===== src/hdl/srpm_pkg.sv =====
// ----------------------------------------------------------------------------
// srpm_pkg : shared definitions for the stereo RMS / peak-hold level meter
// Field widths, register codes, sequencer states and the sample magnitude
// helper used by the meter and its divide / square-root engine.
// ----------------------------------------------------------------------------
`default_nettype none

package srpm_pkg;

   localparam int SAMPLE_W      = 24;
   localparam int LEVEL_W       = SAMPLE_W - 1;
   localparam int SUM_W         = 57;
   localparam int AGE_W         = 24;
   localparam int FACTOR_W      = 16;
   localparam int MUL_W         = 2 * LEVEL_W;
   localparam int CSR_DATA_W    = 24;
   localparam int CSR_INDEX_W   = 2;
   localparam int MAX_BLOCK_DEF = 1024;

   localparam logic [FACTOR_W-1:0] DISPLAY_DECAY_RST = FACTOR_W'(53740);
   localparam logic [FACTOR_W-1:0] HOLD_DECAY_RST    = FACTOR_W'(53740);
   localparam logic [AGE_W-1:0]    HOLD_SAMPLES_RST  = AGE_W'(48000);

   localparam logic [CSR_INDEX_W-1:0] CSR_DISPLAY_DECAY = 2'd0;
   localparam logic [CSR_INDEX_W-1:0] CSR_HOLD_DECAY    = 2'd1;
   localparam logic [CSR_INDEX_W-1:0] CSR_HOLD_SAMPLES  = 2'd2;

   localparam logic CMD_SAMPLE = 1'b0;
   localparam logic CMD_FETCH  = 1'b1;

   typedef enum logic [3:0] {
      S_IDLE,
      S_SQL,
      S_SQR,
      S_ACR,
      S_RTL,
      S_WTL,
      S_RTR,
      S_WTR,
      S_FDL,
      S_FHL,
      S_FDR,
      S_FHR,
      S_FEND,
      S_FOUT
   } meter_state_type;

   typedef enum logic [1:0] {
      RT_IDLE,
      RT_DIV,
      RT_SQRT,
      RT_DONE
   } root_phase_type;

   // Magnitude of a two's complement sample; negative full scale saturates.
   function automatic logic [LEVEL_W-1:0] sample_magnitude(input logic [SAMPLE_W-1:0] s);
      logic [SAMPLE_W-1:0] neg;
      neg = ~s + SAMPLE_W'(1);
      if (!s[SAMPLE_W-1]) begin
         return s[LEVEL_W-1:0];
      end else if (s[SAMPLE_W-2:0] == '0) begin
         return '1;
      end else begin
         return neg[LEVEL_W-1:0];
      end
   endfunction

endpackage

`default_nettype wire


===== src/hdl/srpm_divroot.sv =====
// ----------------------------------------------------------------------------
// srpm_divroot : iterative mean-square divider and integer square root
// One compare-and-subtract unit runs a restoring divide (one quotient bit
// per cycle) and then a digit-by-digit square root (one root bit per cycle).
// ----------------------------------------------------------------------------
`default_nettype none

module srpm_divroot import srpm_pkg::*; #(
   parameter int CNT_W = 11
) (
   input  wire logic               clock,
   input  wire logic               reset,
   input  wire logic               start,
   input  wire logic [SUM_W-1:0]   dividend,
   input  wire logic [CNT_W-1:0]   divisor,
   output logic                    done,
   output logic [LEVEL_W-1:0]      root
);

   localparam int ROOT_W = (SUM_W + 1) / 2;
   localparam int WORK_W = 2 * ROOT_W;
   localparam int CS_W   = (ROOT_W + 3 > CNT_W + 1) ? ROOT_W + 3 : CNT_W + 1;
   localparam int STEP_W = $clog2(WORK_W);
   localparam logic [STEP_W-1:0] DIV_LAST  = STEP_W'(WORK_W - 1);
   localparam logic [STEP_W-1:0] ROOT_LAST = STEP_W'(ROOT_W - 1);

   root_phase_type     phase_ff, phase_in;
   logic [WORK_W-1:0]  work_ff, work_in;
   logic [CS_W-1:0]    rem_ff, rem_in;
   logic [ROOT_W-1:0]  root_ff, root_in;
   logic [CNT_W-1:0]   div_ff, div_in;
   logic [STEP_W-1:0]  step_ff, step_in;

   logic [CS_W-1:0]    cs_a;
   logic [CS_W-1:0]    cs_b;
   logic [CS_W:0]      cs_diff;
   logic               cs_ge;

   // Shared compare-and-subtract unit.
   always_comb begin
      cs_a = '0;
      cs_b = '0;
      case (phase_ff)
         RT_DIV: begin
            cs_a = CS_W'({rem_ff[CNT_W-1:0], work_ff[WORK_W-1]});
            cs_b = CS_W'(div_ff);
         end
         RT_SQRT: begin
            cs_a = CS_W'({rem_ff[CS_W-3:0], work_ff[WORK_W-1 -: 2]});
            cs_b = CS_W'({root_ff, 2'b01});
         end
         default: begin
            cs_a = '0;
            cs_b = '0;
         end
      endcase
      cs_diff = {1'b0, cs_a} - {1'b0, cs_b};
      cs_ge   = ~cs_diff[CS_W];
   end

   always_comb begin
      phase_in = phase_ff;
      work_in  = work_ff;
      rem_in   = rem_ff;
      root_in  = root_ff;
      div_in   = div_ff;
      step_in  = step_ff;
      case (phase_ff)
         RT_IDLE: begin
            if (start) begin
               work_in  = WORK_W'(dividend);
               rem_in   = '0;
               root_in  = '0;
               div_in   = divisor;
               step_in  = '0;
               phase_in = RT_DIV;
            end
         end
         RT_DIV: begin
            rem_in  = cs_ge ? cs_diff[CS_W-1:0] : cs_a;
            work_in = {work_ff[WORK_W-2:0], cs_ge};
            step_in = step_ff + STEP_W'(1);
            if (step_ff == DIV_LAST) begin
               // The quotient now fills the work register; the root starts afresh.
               rem_in   = '0;
               step_in  = '0;
               phase_in = RT_SQRT;
            end
         end
         RT_SQRT: begin
            rem_in  = cs_ge ? cs_diff[CS_W-1:0] : cs_a;
            work_in = {work_ff[WORK_W-3:0], 2'b00};
            root_in = {root_ff[ROOT_W-2:0], cs_ge};
            step_in = step_ff + STEP_W'(1);
            if (step_ff == ROOT_LAST) begin
               phase_in = RT_DONE;
            end
         end
         RT_DONE: begin
            phase_in = RT_IDLE;
         end
         default: begin
            phase_in = RT_IDLE;
         end
      endcase
   end

   always_ff @(posedge clock) begin
      if (reset) begin
         phase_ff <= RT_IDLE;
      end else begin
         phase_ff <= phase_in;
      end
   end

   always_ff @(posedge clock) begin
      work_ff <= work_in;
      rem_ff  <= rem_in;
      root_ff <= root_in;
      div_ff  <= div_in;
      step_ff <= step_in;
   end

   assign done = (phase_ff == RT_DONE);
   assign root = root_ff[LEVEL_W-1:0];

endmodule

`default_nettype wire


===== src/hdl/stereo_rms_peak_hold_meter.sv =====
// ----------------------------------------------------------------------------
// stereo_rms_peak_hold_meter : stereo RMS and peak-hold level meter
// Accumulates per-channel sum of squares and peak magnitude over blocks,
// folds block RMS and peak into maxima, and reports decayed levels on fetch.
// ----------------------------------------------------------------------------
//
//   Port group | Role                     | Handshake
//   -----------+--------------------------+------------------------
//   req_*      | sample pairs and fetches | valid / ready, beat in
//   rsp_*      | levels, one per fetch    | valid / ready, beat out
//   csr_*      | decay and hold settings  | write enable, no wait
//
// A sample beat without a block close passes through S_SQL, S_SQR and
// S_ACR before the next beat can be taken. A close also runs the shared
// divide / square-root engine once per channel; that engine sets the worst
// case for a sample beat. A fetch steps through S_FDL to S_FEND, then waits
// in S_FOUT until the previous result beat has left the output register.
// Reset is synchronous and brings all levels to zero and the hold ages to
// expired. A result waiting on rsp does not stop sample beats from being
// accepted, but a further fetch then holds the request channel in S_FOUT.
`default_nettype none

module stereo_rms_peak_hold_meter import srpm_pkg::*; #(
   parameter int MAX_BLOCK = MAX_BLOCK_DEF
) (
   input  wire logic                   clock,
   input  wire logic                   reset,

   input  wire logic                   req_valid,
   output logic                        req_ready,
   input  wire logic                   req_command,
   input  wire logic [SAMPLE_W-1:0]    req_left_sample,
   input  wire logic [SAMPLE_W-1:0]    req_right_sample,
   input  wire logic                   req_stereo,
   input  wire logic                   req_last_sample,

   output logic                        rsp_valid,
   input  wire logic                   rsp_ready,
   output logic [LEVEL_W-1:0]          rsp_rms_left,
   output logic [LEVEL_W-1:0]          rsp_rms_right,
   output logic [LEVEL_W-1:0]          rsp_peak_hold_left,
   output logic [LEVEL_W-1:0]          rsp_peak_hold_right,

   input  wire logic                   csr_wen,
   input  wire logic [CSR_INDEX_W-1:0] csr_index,
   input  wire logic [CSR_DATA_W-1:0]  csr_wdata
);

   // The block counter must hold MAX_BLOCK itself, since a block closes on
   // reaching it.
   localparam int CNT_W = $clog2(MAX_BLOCK + 1);
   localparam logic [CNT_W-1:0] MAX_CNT = CNT_W'(MAX_BLOCK);

   meter_state_type      state_ff, state_in;

   // Configuration registers.
   logic [FACTOR_W-1:0]  display_decay_ff, display_decay_in;
   logic [FACTOR_W-1:0]  hold_decay_ff, hold_decay_in;
   logic [AGE_W-1:0]     hold_samples_ff, hold_samples_in;

   // Latched sample beat.
   logic [LEVEL_W-1:0]   mag_left_ff, mag_left_in;
   logic [LEVEL_W-1:0]   mag_right_ff, mag_right_in;
   logic                 last_ff, last_in;

   // Meter state per channel.
   logic [SUM_W-1:0]     sum_left_ff, sum_left_in;
   logic [SUM_W-1:0]     sum_right_ff, sum_right_in;
   logic [CNT_W-1:0]     blk_count_ff, blk_count_in;
   logic [LEVEL_W-1:0]   run_peak_left_ff, run_peak_left_in;
   logic [LEVEL_W-1:0]   run_peak_right_ff, run_peak_right_in;
   logic [LEVEL_W-1:0]   max_rms_left_ff, max_rms_left_in;
   logic [LEVEL_W-1:0]   max_rms_right_ff, max_rms_right_in;
   logic [LEVEL_W-1:0]   max_peak_left_ff, max_peak_left_in;
   logic [LEVEL_W-1:0]   max_peak_right_ff, max_peak_right_in;
   logic [LEVEL_W-1:0]   shown_left_ff, shown_left_in;
   logic [LEVEL_W-1:0]   shown_right_ff, shown_right_in;
   logic [LEVEL_W-1:0]   hold_peak_left_ff, hold_peak_left_in;
   logic [LEVEL_W-1:0]   hold_peak_right_ff, hold_peak_right_in;
   logic [AGE_W-1:0]     hold_age_left_ff, hold_age_left_in;
   logic [AGE_W-1:0]     hold_age_right_ff, hold_age_right_in;

   // Shared multiplier with its product register.
   logic [LEVEL_W-1:0]   mul_a;
   logic [LEVEL_W-1:0]   mul_b;
   logic [MUL_W-1:0]     prod_ff, prod_in;
   logic [LEVEL_W-1:0]   decayed;

   // Result register.
   logic                 rsp_valid_ff, rsp_valid_in;
   logic [LEVEL_W-1:0]   rsp_rms_left_ff, rsp_rms_left_in;
   logic [LEVEL_W-1:0]   rsp_rms_right_ff, rsp_rms_right_in;
   logic [LEVEL_W-1:0]   rsp_hold_left_ff, rsp_hold_left_in;
   logic [LEVEL_W-1:0]   rsp_hold_right_ff, rsp_hold_right_in;

   // Divide / square-root engine.
   logic                 root_start;
   logic [SUM_W-1:0]     root_dividend;
   logic                 root_done;
   logic [LEVEL_W-1:0]   root_val;

   // Saturating add of one square into a running sum; the ceiling is all ones.
   function automatic logic [SUM_W-1:0] sat_add(input logic [SUM_W-1:0] sum,
                                                 input logic [MUL_W-1:0] sq);
      logic [SUM_W:0] t;
      t = {1'b0, sum} + (SUM_W + 1)'(sq);
      return t[SUM_W] ? '1 : t[SUM_W-1:0];
   endfunction

   function automatic logic [AGE_W-1:0] age_step(input logic [AGE_W-1:0] age);
      return (age == '1) ? age : age + AGE_W'(1);
   endfunction

   srpm_divroot #(
      .CNT_W (CNT_W)
   ) u_divroot (
      .clock    (clock),
      .reset    (reset),
      .start    (root_start),
      .dividend (root_dividend),
      .divisor  (blk_count_ff),
      .done     (root_done),
      .root     (root_val)
   );

   // Multiplier operands follow the sequencer: squares while a sample is
   // taken in, decays while a fetch is worked through.
   always_comb begin
      mul_a = '0;
      mul_b = '0;
      case (state_ff)
         S_SQL: begin
            mul_a = mag_left_ff;
            mul_b = mag_left_ff;
         end
         S_SQR: begin
            mul_a = mag_right_ff;
            mul_b = mag_right_ff;
         end
         S_FDL: begin
            mul_a = shown_left_ff;
            mul_b = LEVEL_W'(display_decay_ff);
         end
         S_FHL: begin
            mul_a = hold_peak_left_ff;
            mul_b = LEVEL_W'(hold_decay_ff);
         end
         S_FDR: begin
            mul_a = shown_right_ff;
            mul_b = LEVEL_W'(display_decay_ff);
         end
         S_FHR: begin
            mul_a = hold_peak_right_ff;
            mul_b = LEVEL_W'(hold_decay_ff);
         end
         default: begin
            mul_a = '0;
            mul_b = '0;
         end
      endcase
      prod_in = mul_a * mul_b;
   end

   // A Q0.16 decay keeps the product bits above the fraction.
   assign decayed = prod_ff[FACTOR_W +: LEVEL_W];

   always_comb begin
      display_decay_in = display_decay_ff;
      hold_decay_in    = hold_decay_ff;
      hold_samples_in  = hold_samples_ff;
      if (csr_wen) begin
         case (csr_index)
            CSR_DISPLAY_DECAY: display_decay_in = csr_wdata[FACTOR_W-1:0];
            CSR_HOLD_DECAY:    hold_decay_in    = csr_wdata[FACTOR_W-1:0];
            CSR_HOLD_SAMPLES:  hold_samples_in  = csr_wdata[AGE_W-1:0];
            default:           display_decay_in = display_decay_ff;
         endcase
      end
   end

   // Sequencer: next state, meter state updates and the result register.
   always_comb begin
      state_in           = state_ff;
      mag_left_in        = mag_left_ff;
      mag_right_in       = mag_right_ff;
      last_in            = last_ff;
      sum_left_in        = sum_left_ff;
      sum_right_in       = sum_right_ff;
      blk_count_in       = blk_count_ff;
      run_peak_left_in   = run_peak_left_ff;
      run_peak_right_in  = run_peak_right_ff;
      max_rms_left_in    = max_rms_left_ff;
      max_rms_right_in   = max_rms_right_ff;
      max_peak_left_in   = max_peak_left_ff;
      max_peak_right_in  = max_peak_right_ff;
      shown_left_in      = shown_left_ff;
      shown_right_in     = shown_right_ff;
      hold_peak_left_in  = hold_peak_left_ff;
      hold_peak_right_in = hold_peak_right_ff;
      hold_age_left_in   = hold_age_left_ff;
      hold_age_right_in  = hold_age_right_ff;
      rsp_rms_left_in    = rsp_rms_left_ff;
      rsp_rms_right_in   = rsp_rms_right_ff;
      rsp_hold_left_in   = rsp_hold_left_ff;
      rsp_hold_right_in  = rsp_hold_right_ff;
      rsp_valid_in       = rsp_valid_ff & ~rsp_ready;
      root_start         = 1'b0;
      root_dividend      = sum_left_ff;
      req_ready          = 1'b0;

      case (state_ff)
         S_IDLE: begin
            req_ready = 1'b1;
            if (req_valid) begin
               mag_left_in  = sample_magnitude(req_left_sample);
               // In mono the right channel mirrors the left.
               mag_right_in = req_stereo ? sample_magnitude(req_right_sample)
                                         : sample_magnitude(req_left_sample);
               last_in      = req_last_sample;
               state_in     = (req_command == CMD_FETCH) ? S_FDL : S_SQL;
            end
         end
         S_SQL: begin
            state_in = S_SQR;
         end
         S_SQR: begin
            sum_left_in  = sat_add(sum_left_ff, prod_ff);
            blk_count_in = blk_count_ff + CNT_W'(1);
            state_in     = S_ACR;
         end
         S_ACR: begin
            sum_right_in = sat_add(sum_right_ff, prod_ff);
            if (mag_left_ff > run_peak_left_ff) begin
               run_peak_left_in = mag_left_ff;
            end
            if (mag_right_ff > run_peak_right_ff) begin
               run_peak_right_in = mag_right_ff;
            end
            hold_age_left_in  = age_step(hold_age_left_ff);
            hold_age_right_in = age_step(hold_age_right_ff);
            // The block closes on its marked last sample or when it is full.
            if (last_ff || blk_count_ff == MAX_CNT) begin
               state_in = S_RTL;
            end else begin
               state_in = S_IDLE;
            end
         end
         S_RTL: begin
            root_start    = 1'b1;
            root_dividend = sum_left_ff;
            state_in      = S_WTL;
         end
         S_WTL: begin
            if (root_done) begin
               if (root_val > max_rms_left_ff) begin
                  max_rms_left_in = root_val;
               end
               state_in = S_RTR;
            end
         end
         S_RTR: begin
            root_start    = 1'b1;
            root_dividend = sum_right_ff;
            state_in      = S_WTR;
         end
         S_WTR: begin
            if (root_done) begin
               if (root_val > max_rms_right_ff) begin
                  max_rms_right_in = root_val;
               end
               if (run_peak_left_ff > max_peak_left_ff) begin
                  max_peak_left_in = run_peak_left_ff;
               end
               if (run_peak_right_ff > max_peak_right_ff) begin
                  max_peak_right_in = run_peak_right_ff;
               end
               sum_left_in       = '0;
               sum_right_in      = '0;
               run_peak_left_in  = '0;
               run_peak_right_in = '0;
               blk_count_in      = '0;
               state_in          = S_IDLE;
            end
         end
         S_FDL: begin
            state_in = S_FHL;
         end
         S_FHL: begin
            // The displayed level falls by the decay but never below the
            // loudest block since the previous fetch.
            shown_left_in = (max_rms_left_ff > decayed) ? max_rms_left_ff : decayed;
            state_in      = S_FDR;
         end
         S_FDR: begin
            if (max_peak_left_ff >= hold_peak_left_ff) begin
               hold_peak_left_in = max_peak_left_ff;
               hold_age_left_in  = '0;
            end else if (hold_age_left_ff >= hold_samples_ff) begin
               hold_peak_left_in = decayed;
            end
            state_in = S_FHR;
         end
         S_FHR: begin
            shown_right_in = (max_rms_right_ff > decayed) ? max_rms_right_ff : decayed;
            state_in       = S_FEND;
         end
         S_FEND: begin
            if (max_peak_right_ff >= hold_peak_right_ff) begin
               hold_peak_right_in = max_peak_right_ff;
               hold_age_right_in  = '0;
            end else if (hold_age_right_ff >= hold_samples_ff) begin
               hold_peak_right_in = decayed;
            end
            max_rms_left_in   = '0;
            max_rms_right_in  = '0;
            max_peak_left_in  = '0;
            max_peak_right_in = '0;
            state_in          = S_FOUT;
         end
         S_FOUT: begin
            // The result waits here until the output register is free.
            if (!rsp_valid_ff || rsp_ready) begin
               rsp_rms_left_in   = shown_left_ff;
               rsp_rms_right_in  = shown_right_ff;
               rsp_hold_left_in  = hold_peak_left_ff;
               rsp_hold_right_in = hold_peak_right_ff;
               rsp_valid_in      = 1'b1;
               state_in          = S_IDLE;
            end
         end
         default: begin
            state_in = S_IDLE;
         end
      endcase
   end

   always_ff @(posedge clock) begin
      if (reset) begin
         state_ff           <= S_IDLE;
         display_decay_ff   <= DISPLAY_DECAY_RST;
         hold_decay_ff      <= HOLD_DECAY_RST;
         hold_samples_ff    <= HOLD_SAMPLES_RST;
         sum_left_ff        <= '0;
         sum_right_ff       <= '0;
         blk_count_ff       <= '0;
         run_peak_left_ff   <= '0;
         run_peak_right_ff  <= '0;
         max_rms_left_ff    <= '0;
         max_rms_right_ff   <= '0;
         max_peak_left_ff   <= '0;
         max_peak_right_ff  <= '0;
         shown_left_ff      <= '0;
         shown_right_ff     <= '0;
         hold_peak_left_ff  <= '0;
         hold_peak_right_ff <= '0;
         hold_age_left_ff   <= '1;
         hold_age_right_ff  <= '1;
         rsp_valid_ff       <= 1'b0;
      end else begin
         state_ff           <= state_in;
         display_decay_ff   <= display_decay_in;
         hold_decay_ff      <= hold_decay_in;
         hold_samples_ff    <= hold_samples_in;
         sum_left_ff        <= sum_left_in;
         sum_right_ff       <= sum_right_in;
         blk_count_ff       <= blk_count_in;
         run_peak_left_ff   <= run_peak_left_in;
         run_peak_right_ff  <= run_peak_right_in;
         max_rms_left_ff    <= max_rms_left_in;
         max_rms_right_ff   <= max_rms_right_in;
         max_peak_left_ff   <= max_peak_left_in;
         max_peak_right_ff  <= max_peak_right_in;
         shown_left_ff      <= shown_left_in;
         shown_right_ff     <= shown_right_in;
         hold_peak_left_ff  <= hold_peak_left_in;
         hold_peak_right_ff <= hold_peak_right_in;
         hold_age_left_ff   <= hold_age_left_in;
         hold_age_right_ff  <= hold_age_right_in;
         rsp_valid_ff       <= rsp_valid_in;
      end
   end

   always_ff @(posedge clock) begin
      mag_left_ff       <= mag_left_in;
      mag_right_ff      <= mag_right_in;
      last_ff           <= last_in;
      prod_ff           <= prod_in;
      rsp_rms_left_ff   <= rsp_rms_left_in;
      rsp_rms_right_ff  <= rsp_rms_right_in;
      rsp_hold_left_ff  <= rsp_hold_left_in;
      rsp_hold_right_ff <= rsp_hold_right_in;
   end

   assign rsp_valid           = rsp_valid_ff;
   assign rsp_rms_left        = rsp_rms_left_ff;
   assign rsp_rms_right       = rsp_rms_right_ff;
   assign rsp_peak_hold_left  = rsp_hold_left_ff;
   assign rsp_peak_hold_right = rsp_hold_right_ff;

   // A full block is always closed before the next beat is taken.
   a_count_below_max : assert property (@(posedge clock) disable iff (reset)
      state_ff == S_IDLE |-> blk_count_ff != MAX_CNT)
      else $error("block counter left at its maximum while idle");

   // The engine only finishes while the sequencer waits for it.
   a_done_when_waiting : assert property (@(posedge clock) disable iff (reset)
      root_done |-> (state_ff == S_WTL || state_ff == S_WTR))
      else $error("root engine finished outside a wait state");

   // A fetch result never overwrites a result beat still waiting.
   a_fetch_waits : assert property (@(posedge clock) disable iff (reset)
      (state_ff == S_FOUT && rsp_valid_ff && !rsp_ready) |=> state_ff == S_FOUT)
      else $error("fetch result loaded over a pending beat");

   // Taking a new peak restarts its hold time.
   a_hold_restart : assert property (@(posedge clock) disable iff (reset)
      (state_ff == S_FDR && max_peak_left_ff >= hold_peak_left_ff)
      |=> hold_age_left_ff == '0)
      else $error("left hold age not cleared on a new peak");

endmodule

`default_nettype wire


===== config.mk =====
export PLATFORM = sky130hd
export DESIGN_NAME = stereo_rms_peak_hold_meter
export DESIGN_NICKNAME = d
export VERILOG_FILES = /design/src/hdl/srpm_pkg.sv /design/src/hdl/srpm_divroot.sv /design/src/hdl/stereo_rms_peak_hold_meter.sv
export SDC_FILE = /design/constraint.sdc
export NUM_CORES = 2
export LEC_CHECK = 0
export ABC_AREA = 1
export BUFFER_PORTS_ARGS = -buffer_cell sky130_fd_sc_hd__buf_2
export CAP_MARGIN = 20
export CORE_MARGIN = 8
export CORE_UTILIZATION = 60
export DETAILED_ROUTE_END_ITERATION = 10
export PLACE_DENSITY = 0.73
export SYNTH_ARGS = -nofsm -noshare
export SYNTH_HDL_FRONTEND = slang
export SYNTH_SLANG_ARGS = --single-unit
export TNS_END_PERCENT = 30

===== constraint.sdc =====
create_clock -name clock -period 16.9 [get_ports clock]
set_input_delay 0.845 -clock clock [delete_from_list [all_inputs] [get_ports clock]]
set_output_delay 0.845 -clock clock [all_outputs]
set_load 0.005 [all_outputs]

==> run summary <==
status: complete, no violations
cell depth of the worst setup path: 27
count of unique library cells instantiated by Yosys: 63
Via density: 5.82
cell area power density: 106 mW/mm^2
category of the worst setup path capture point: flop
Resized cells post-CTS: 0
worst-case clock skew: 0.143 ns
proportion of layout cells with a drive suffix above 1: 5.62%
Switching Share: 43.5%
post-route setup TNS: 0 ns
Worst-Margin Slew: 1.10 ns
share of power burned in combinational logic: 41.3%
cell class contributing the biggest share of worst-path delay: adder cells
root buffer cell: sky130_fd_sc_hd__clkbuf_16
Critical Path Max Stage Delay: 0.77 ns
total power after layout: 0.00802 W
initial cell density of the core: 60.2%
nature of the critical path startpoint: flop
placeable core area: 0.117 sq mm
Flop pwr share: 31.3%
Max VDD drop: 217 uV
total I/O pin count: 176
Slew HR: 26.7%
Warnings, synthesis: 0
non-filler cells, final: 11571
power spent charging and discharging nets: 0.00349 W
total CTS buffers: 91
area added between synthesis and finish: 7.10%
worst setup margin: 7.28 ns
total congestion overflow after global routing: 0
number of buffers inserted by port buffering: 175
Crit path top cell by count: sky130_fd_sc_hd__fa_1
path depth of the worst reg2reg path: 27
startpoint of the lowest-slack register-to-register path: state_ff[1]$_SDFFE_PP0P_
# clock sinks: 785
start-to-end type of the worst setup path: flop to flop
clock share of power: 27.4%
H-tree levels: 3
full die area: 0.129 sq mm
origin of the worst setup path: state_ff[1]$_SDFFE_PP0P_
die outline width: 359 um
Mapped Nets: 11095
1st-iter DRT viols: 7948
maximum capacitance violations: 0
post-layout min period: 9.62 ns
Rows: 126
number of max-slew violations in the final report: 0
worst setup slack for register-to-register paths: 7.28 ns
Storage cell area: 0.0184 sq mm
half-perimeter wire length after placement: 197000 um
post-synthesis average cell area: 7.08 sq um
net total in the final layout: 11061
Highest Clock Rate: 104 MHz
largest net degree at the start of global routing: 104
DRC violations left: 0
worst endpoint data arrival time: 10.21 ns
total wirelength of the detailed-routed design: 251000 um
hold-fix buffers at CTS: 0
critical path required time: 17.48 ns
Clk pin slew, worst setup/hold paths: 0.06 ns
number of fill cells: 10760
maximum clock insertion buffer count: 3
number of instances in the synthesized netlist: 9985
register area share after synthesis: 26.1%
slowest stage cell, crit path: sky130_fd_sc_hd__nand2_1
GRT Overall Usage: 37.4%
Tightest Hold Check Type: input pin to flop
number of failing hold endpoints at the final stage: 0
vertical die dimension: 359 um
Synth Register Bits: 785
total area of multi-input combinational cells: 0.0439 sq mm
clock insertion delay at the later pin of the skew report: 0.78 ns
endpoint of the most critical register-to-register path: prod_ff[25]$_DFF_P_
area of the mapped netlist: 0.0707 sq mm
global-route wire length before repair: 377000 um
vias in the first global route: 63410
final weighted congestion in routability-driven placement: 1.05
Detail Route Antenna Nets: 0
post-CTS repair timing setup buffer count: 0
period utilisation layout: 57.0%
worst setup timing slack at the placement stage: 7.62 ns
initial antenna violation count: 14
Internal Power: 0.00453 W
Critical path buffers and inverters: 6
async set-or-reset flop fraction in the synthesized netlist: 0%
flip-flop cell with the highest count after synthesis: sky130_fd_sc_hd__dfxtp_1
Pre-Repair DR Iteration Count: 6
CP Max Fanout: 48
clock tree from TritonCTS: done
endpoint of the most critical setup path: prod_ff[25]$_DFF_P_
number of setup violations in the final report: 0
via count: 67307
EDFF count, synth: 273
leakage: 37.1 nW
detail-routed net length per standard cell: 21.7 um
worst hold start: req_last_sample
unrepaired setup endpoints after global routing: no
instance count after placement with tap cells included: 11393
[layout by cell type, fill, tap and decap left out, types with 16 or more instances in the layout]
cell,Yosys,final
sky130_fd_sc_hd__nand2_1,2584,2583
sky130_fd_sc_hd__inv_1,1743,1740
sky130_fd_sc_hd__nor2_1,933,928
sky130_fd_sc_hd__nand3_1,652,652
sky130_fd_sc_hd__a21oi_1,646,644
sky130_fd_sc_hd__ha_1,587,586
sky130_fd_sc_hd__dfxtp_1,512,512
sky130_fd_sc_hd__fa_1,441,441
sky130_fd_sc_hd__o21ai_0,397,397
sky130_fd_sc_hd__edfxtp_1,273,273
sky130_fd_sc_hd__buf_2,121,174
sky130_fd_sc_hd__nand4_1,130,130
sky130_fd_sc_hd__xor2_1,117,117
sky130_fd_sc_hd__clkbuf_16,0,97
sky130_fd_sc_hd__nor3_1,90,88
sky130_fd_sc_hd__a22oi_1,70,70
sky130_fd_sc_hd__xnor2_1,53,53
sky130_fd_sc_hd__inv_2,50,51
sky130_fd_sc_hd__buf_4,17,51
sky130_fd_sc_hd__a31oi_1,32,32
sky130_fd_sc_hd__nand2_2,25,26
sky130_fd_sc_hd__o211ai_1,22,22
sky130_fd_sc_hd__o21bai_1,21,21
sky130_fd_sc_hd__nor2_2,20,19
sky130_fd_sc_hd__and2_1,19,19
sky130_fd_sc_hd__or2_2,17,17
sky130_fd_sc_hd__o22ai_1,17,16
sky130_fd_sc_hd__a21o_1,16,16
sky130_fd_sc_hd__clkbuf_1,175,16
[worst register-to-register path, delay by kind of cell (launching register included)]
family	cells	cell delay [ns]
DFF	1	0.39
xor gates and xnor gates	1	0.17
adders and majority gates	8	3.88
buffers and inverters	6	0.89
AOI/OAI and AO/OA	6	2.06
and+or+nand+nor	6	2.09
[power by group through the flow]
| stage | sequential, W | clock, W | combinational (W) |
|---|---|---|---|
| 2_1_floorplan | 0.00240 | 0 | 0.00234 |
| 3_3_place_gp | 0.00253 | 0 | 0.00317 |
| 3_5_place_dp | 0.00254 | 0 | 0.00322 |
| 4_1_cts | 0.00250 | 0.00221 | 0.00325 |
| 5_1_grt | 0.00252 | 0.00228 | 0.00366 |
| 6_report | 0.00251 | 0.00220 | 0.00331 |
[kinds of logic after synthesis]
kind of cell / after synthesis / synth area share (%)
buf+inv: 2154 / 11.9
xor+xnor: 170 / 2.11
mux: 1 / 0.0142
flops: 785 / 26.1
compound gates: 1311 / 10.4
simple gates: 4536 / 26.6
fa+ha+maj: 1028 / 22.9
[sequential cells by signal (all words and copies together), names as in the netlist, 24 cells and up]
| name | flops |
|---|---|
| hold_age_left_ff | 24 |
| hold_age_right_ff | 24 |
| hold_samples_ff | 24 |
| prod_ff | 46 |
| sum_left_ff | 57 |
| sum_right_ff | 57 |
| u_divroot.rem_ff | 30 |
| u_divroot.root_ff | 29 |
| u_divroot.work_ff | 58 |
[stage by stage]
stage	util [%]	hold slack (ns)	area, sq um
floorplan	-	0.408	70700
global placement	61.6	0.414	72300
detailed placement	61.6	0.414	72300
CTS	64.4	0.355	75700
global route	64.5	0.358	75700
finish	64.5	0.390	75700
[cell type report]
type / count / area share (%)
flip-flops and latches: 785 / 24.4
clock buffers: 118 / 3.38
clock inverters: 54 / 1.06
repair buffers: 228 / 1.73
inverters: 1799 / 8.92
diodes: 5 / 0.0165
multi-input cells: 7046 / 58.0
well taps: 1536 / 2.54
[synth_stat cells (50+ instances only)]
cell | number | share of area, %
sky130_fd_sc_hd__o21ai_0 | 397 | 2.8
sky130_fd_sc_hd__inv_2 | 50 | 0.27
sky130_fd_sc_hd__a21oi_1 | 646 | 4.6
sky130_fd_sc_hd__inv_1 | 1743 | 9.3
sky130_fd_sc_hd__nor3_1 | 90 | 0.64
sky130_fd_sc_hd__ha_1 | 587 | 10
sky130_fd_sc_hd__nor2_1 | 933 | 5.0
sky130_fd_sc_hd__edfxtp_1 | 273 | 12
sky130_fd_sc_hd__nand4_1 | 130 | 1.2
sky130_fd_sc_hd__xnor2_1 | 53 | 0.66
sky130_fd_sc_hd__nand3_1 | 652 | 4.6
sky130_fd_sc_hd__xor2_1 | 117 | 1.4
sky130_fd_sc_hd__nand2_1 | 2584 | 14
sky130_fd_sc_hd__clkbuf_1 | 175 | 0.93
sky130_fd_sc_hd__dfxtp_1 | 512 | 14
sky130_fd_sc_hd__fa_1 | 441 | 12
sky130_fd_sc_hd__buf_2 | 121 | 0.86
sky130_fd_sc_hd__a22oi_1 | 70 | 0.74
[worst min path at each step]
| stage | endpoint | slack, ns | cells after the start |
|---|---|---|---|
| 2_1_floorplan | rsp_peak_hold_left[19]$_DFFE_PP_ | 0.41 | 0 |
| 3_3_place_gp | rsp_peak_hold_right[21]$_DFFE_PP_ | 0.41 | 0 |
| 3_5_place_dp | rsp_peak_hold_right[16]$_DFFE_PP_ | 0.41 | 0 |
| 4_1_cts | last_ff$_DFFE_PP_ | 0.35 | 1 |
| 5_1_grt | last_ff$_DFFE_PP_ | 0.36 | 1 |
| 6_report | last_ff$_DFFE_PP_ | 0.39 | 1 |
[per-layer routing]
| metal | share of wire, % | GRT usage [%] | wire (um) | vias to the layer above |
|---|---|---|---|---|
| met1 | 41 | 51.5 | 102000 | 31635 |
| met5 | 0.0044 | 0 | 11 | - |
| met3 | 12 | 7.76 | 29100 | 597 |
| li1 | - | - | - | 31535 |
| met2 | 42 | 56.1 | 106000 | 3538 |
| met4 | 5.5 | 17.7 | 13800 | 2 |
(Power assumes the default switching activity.)
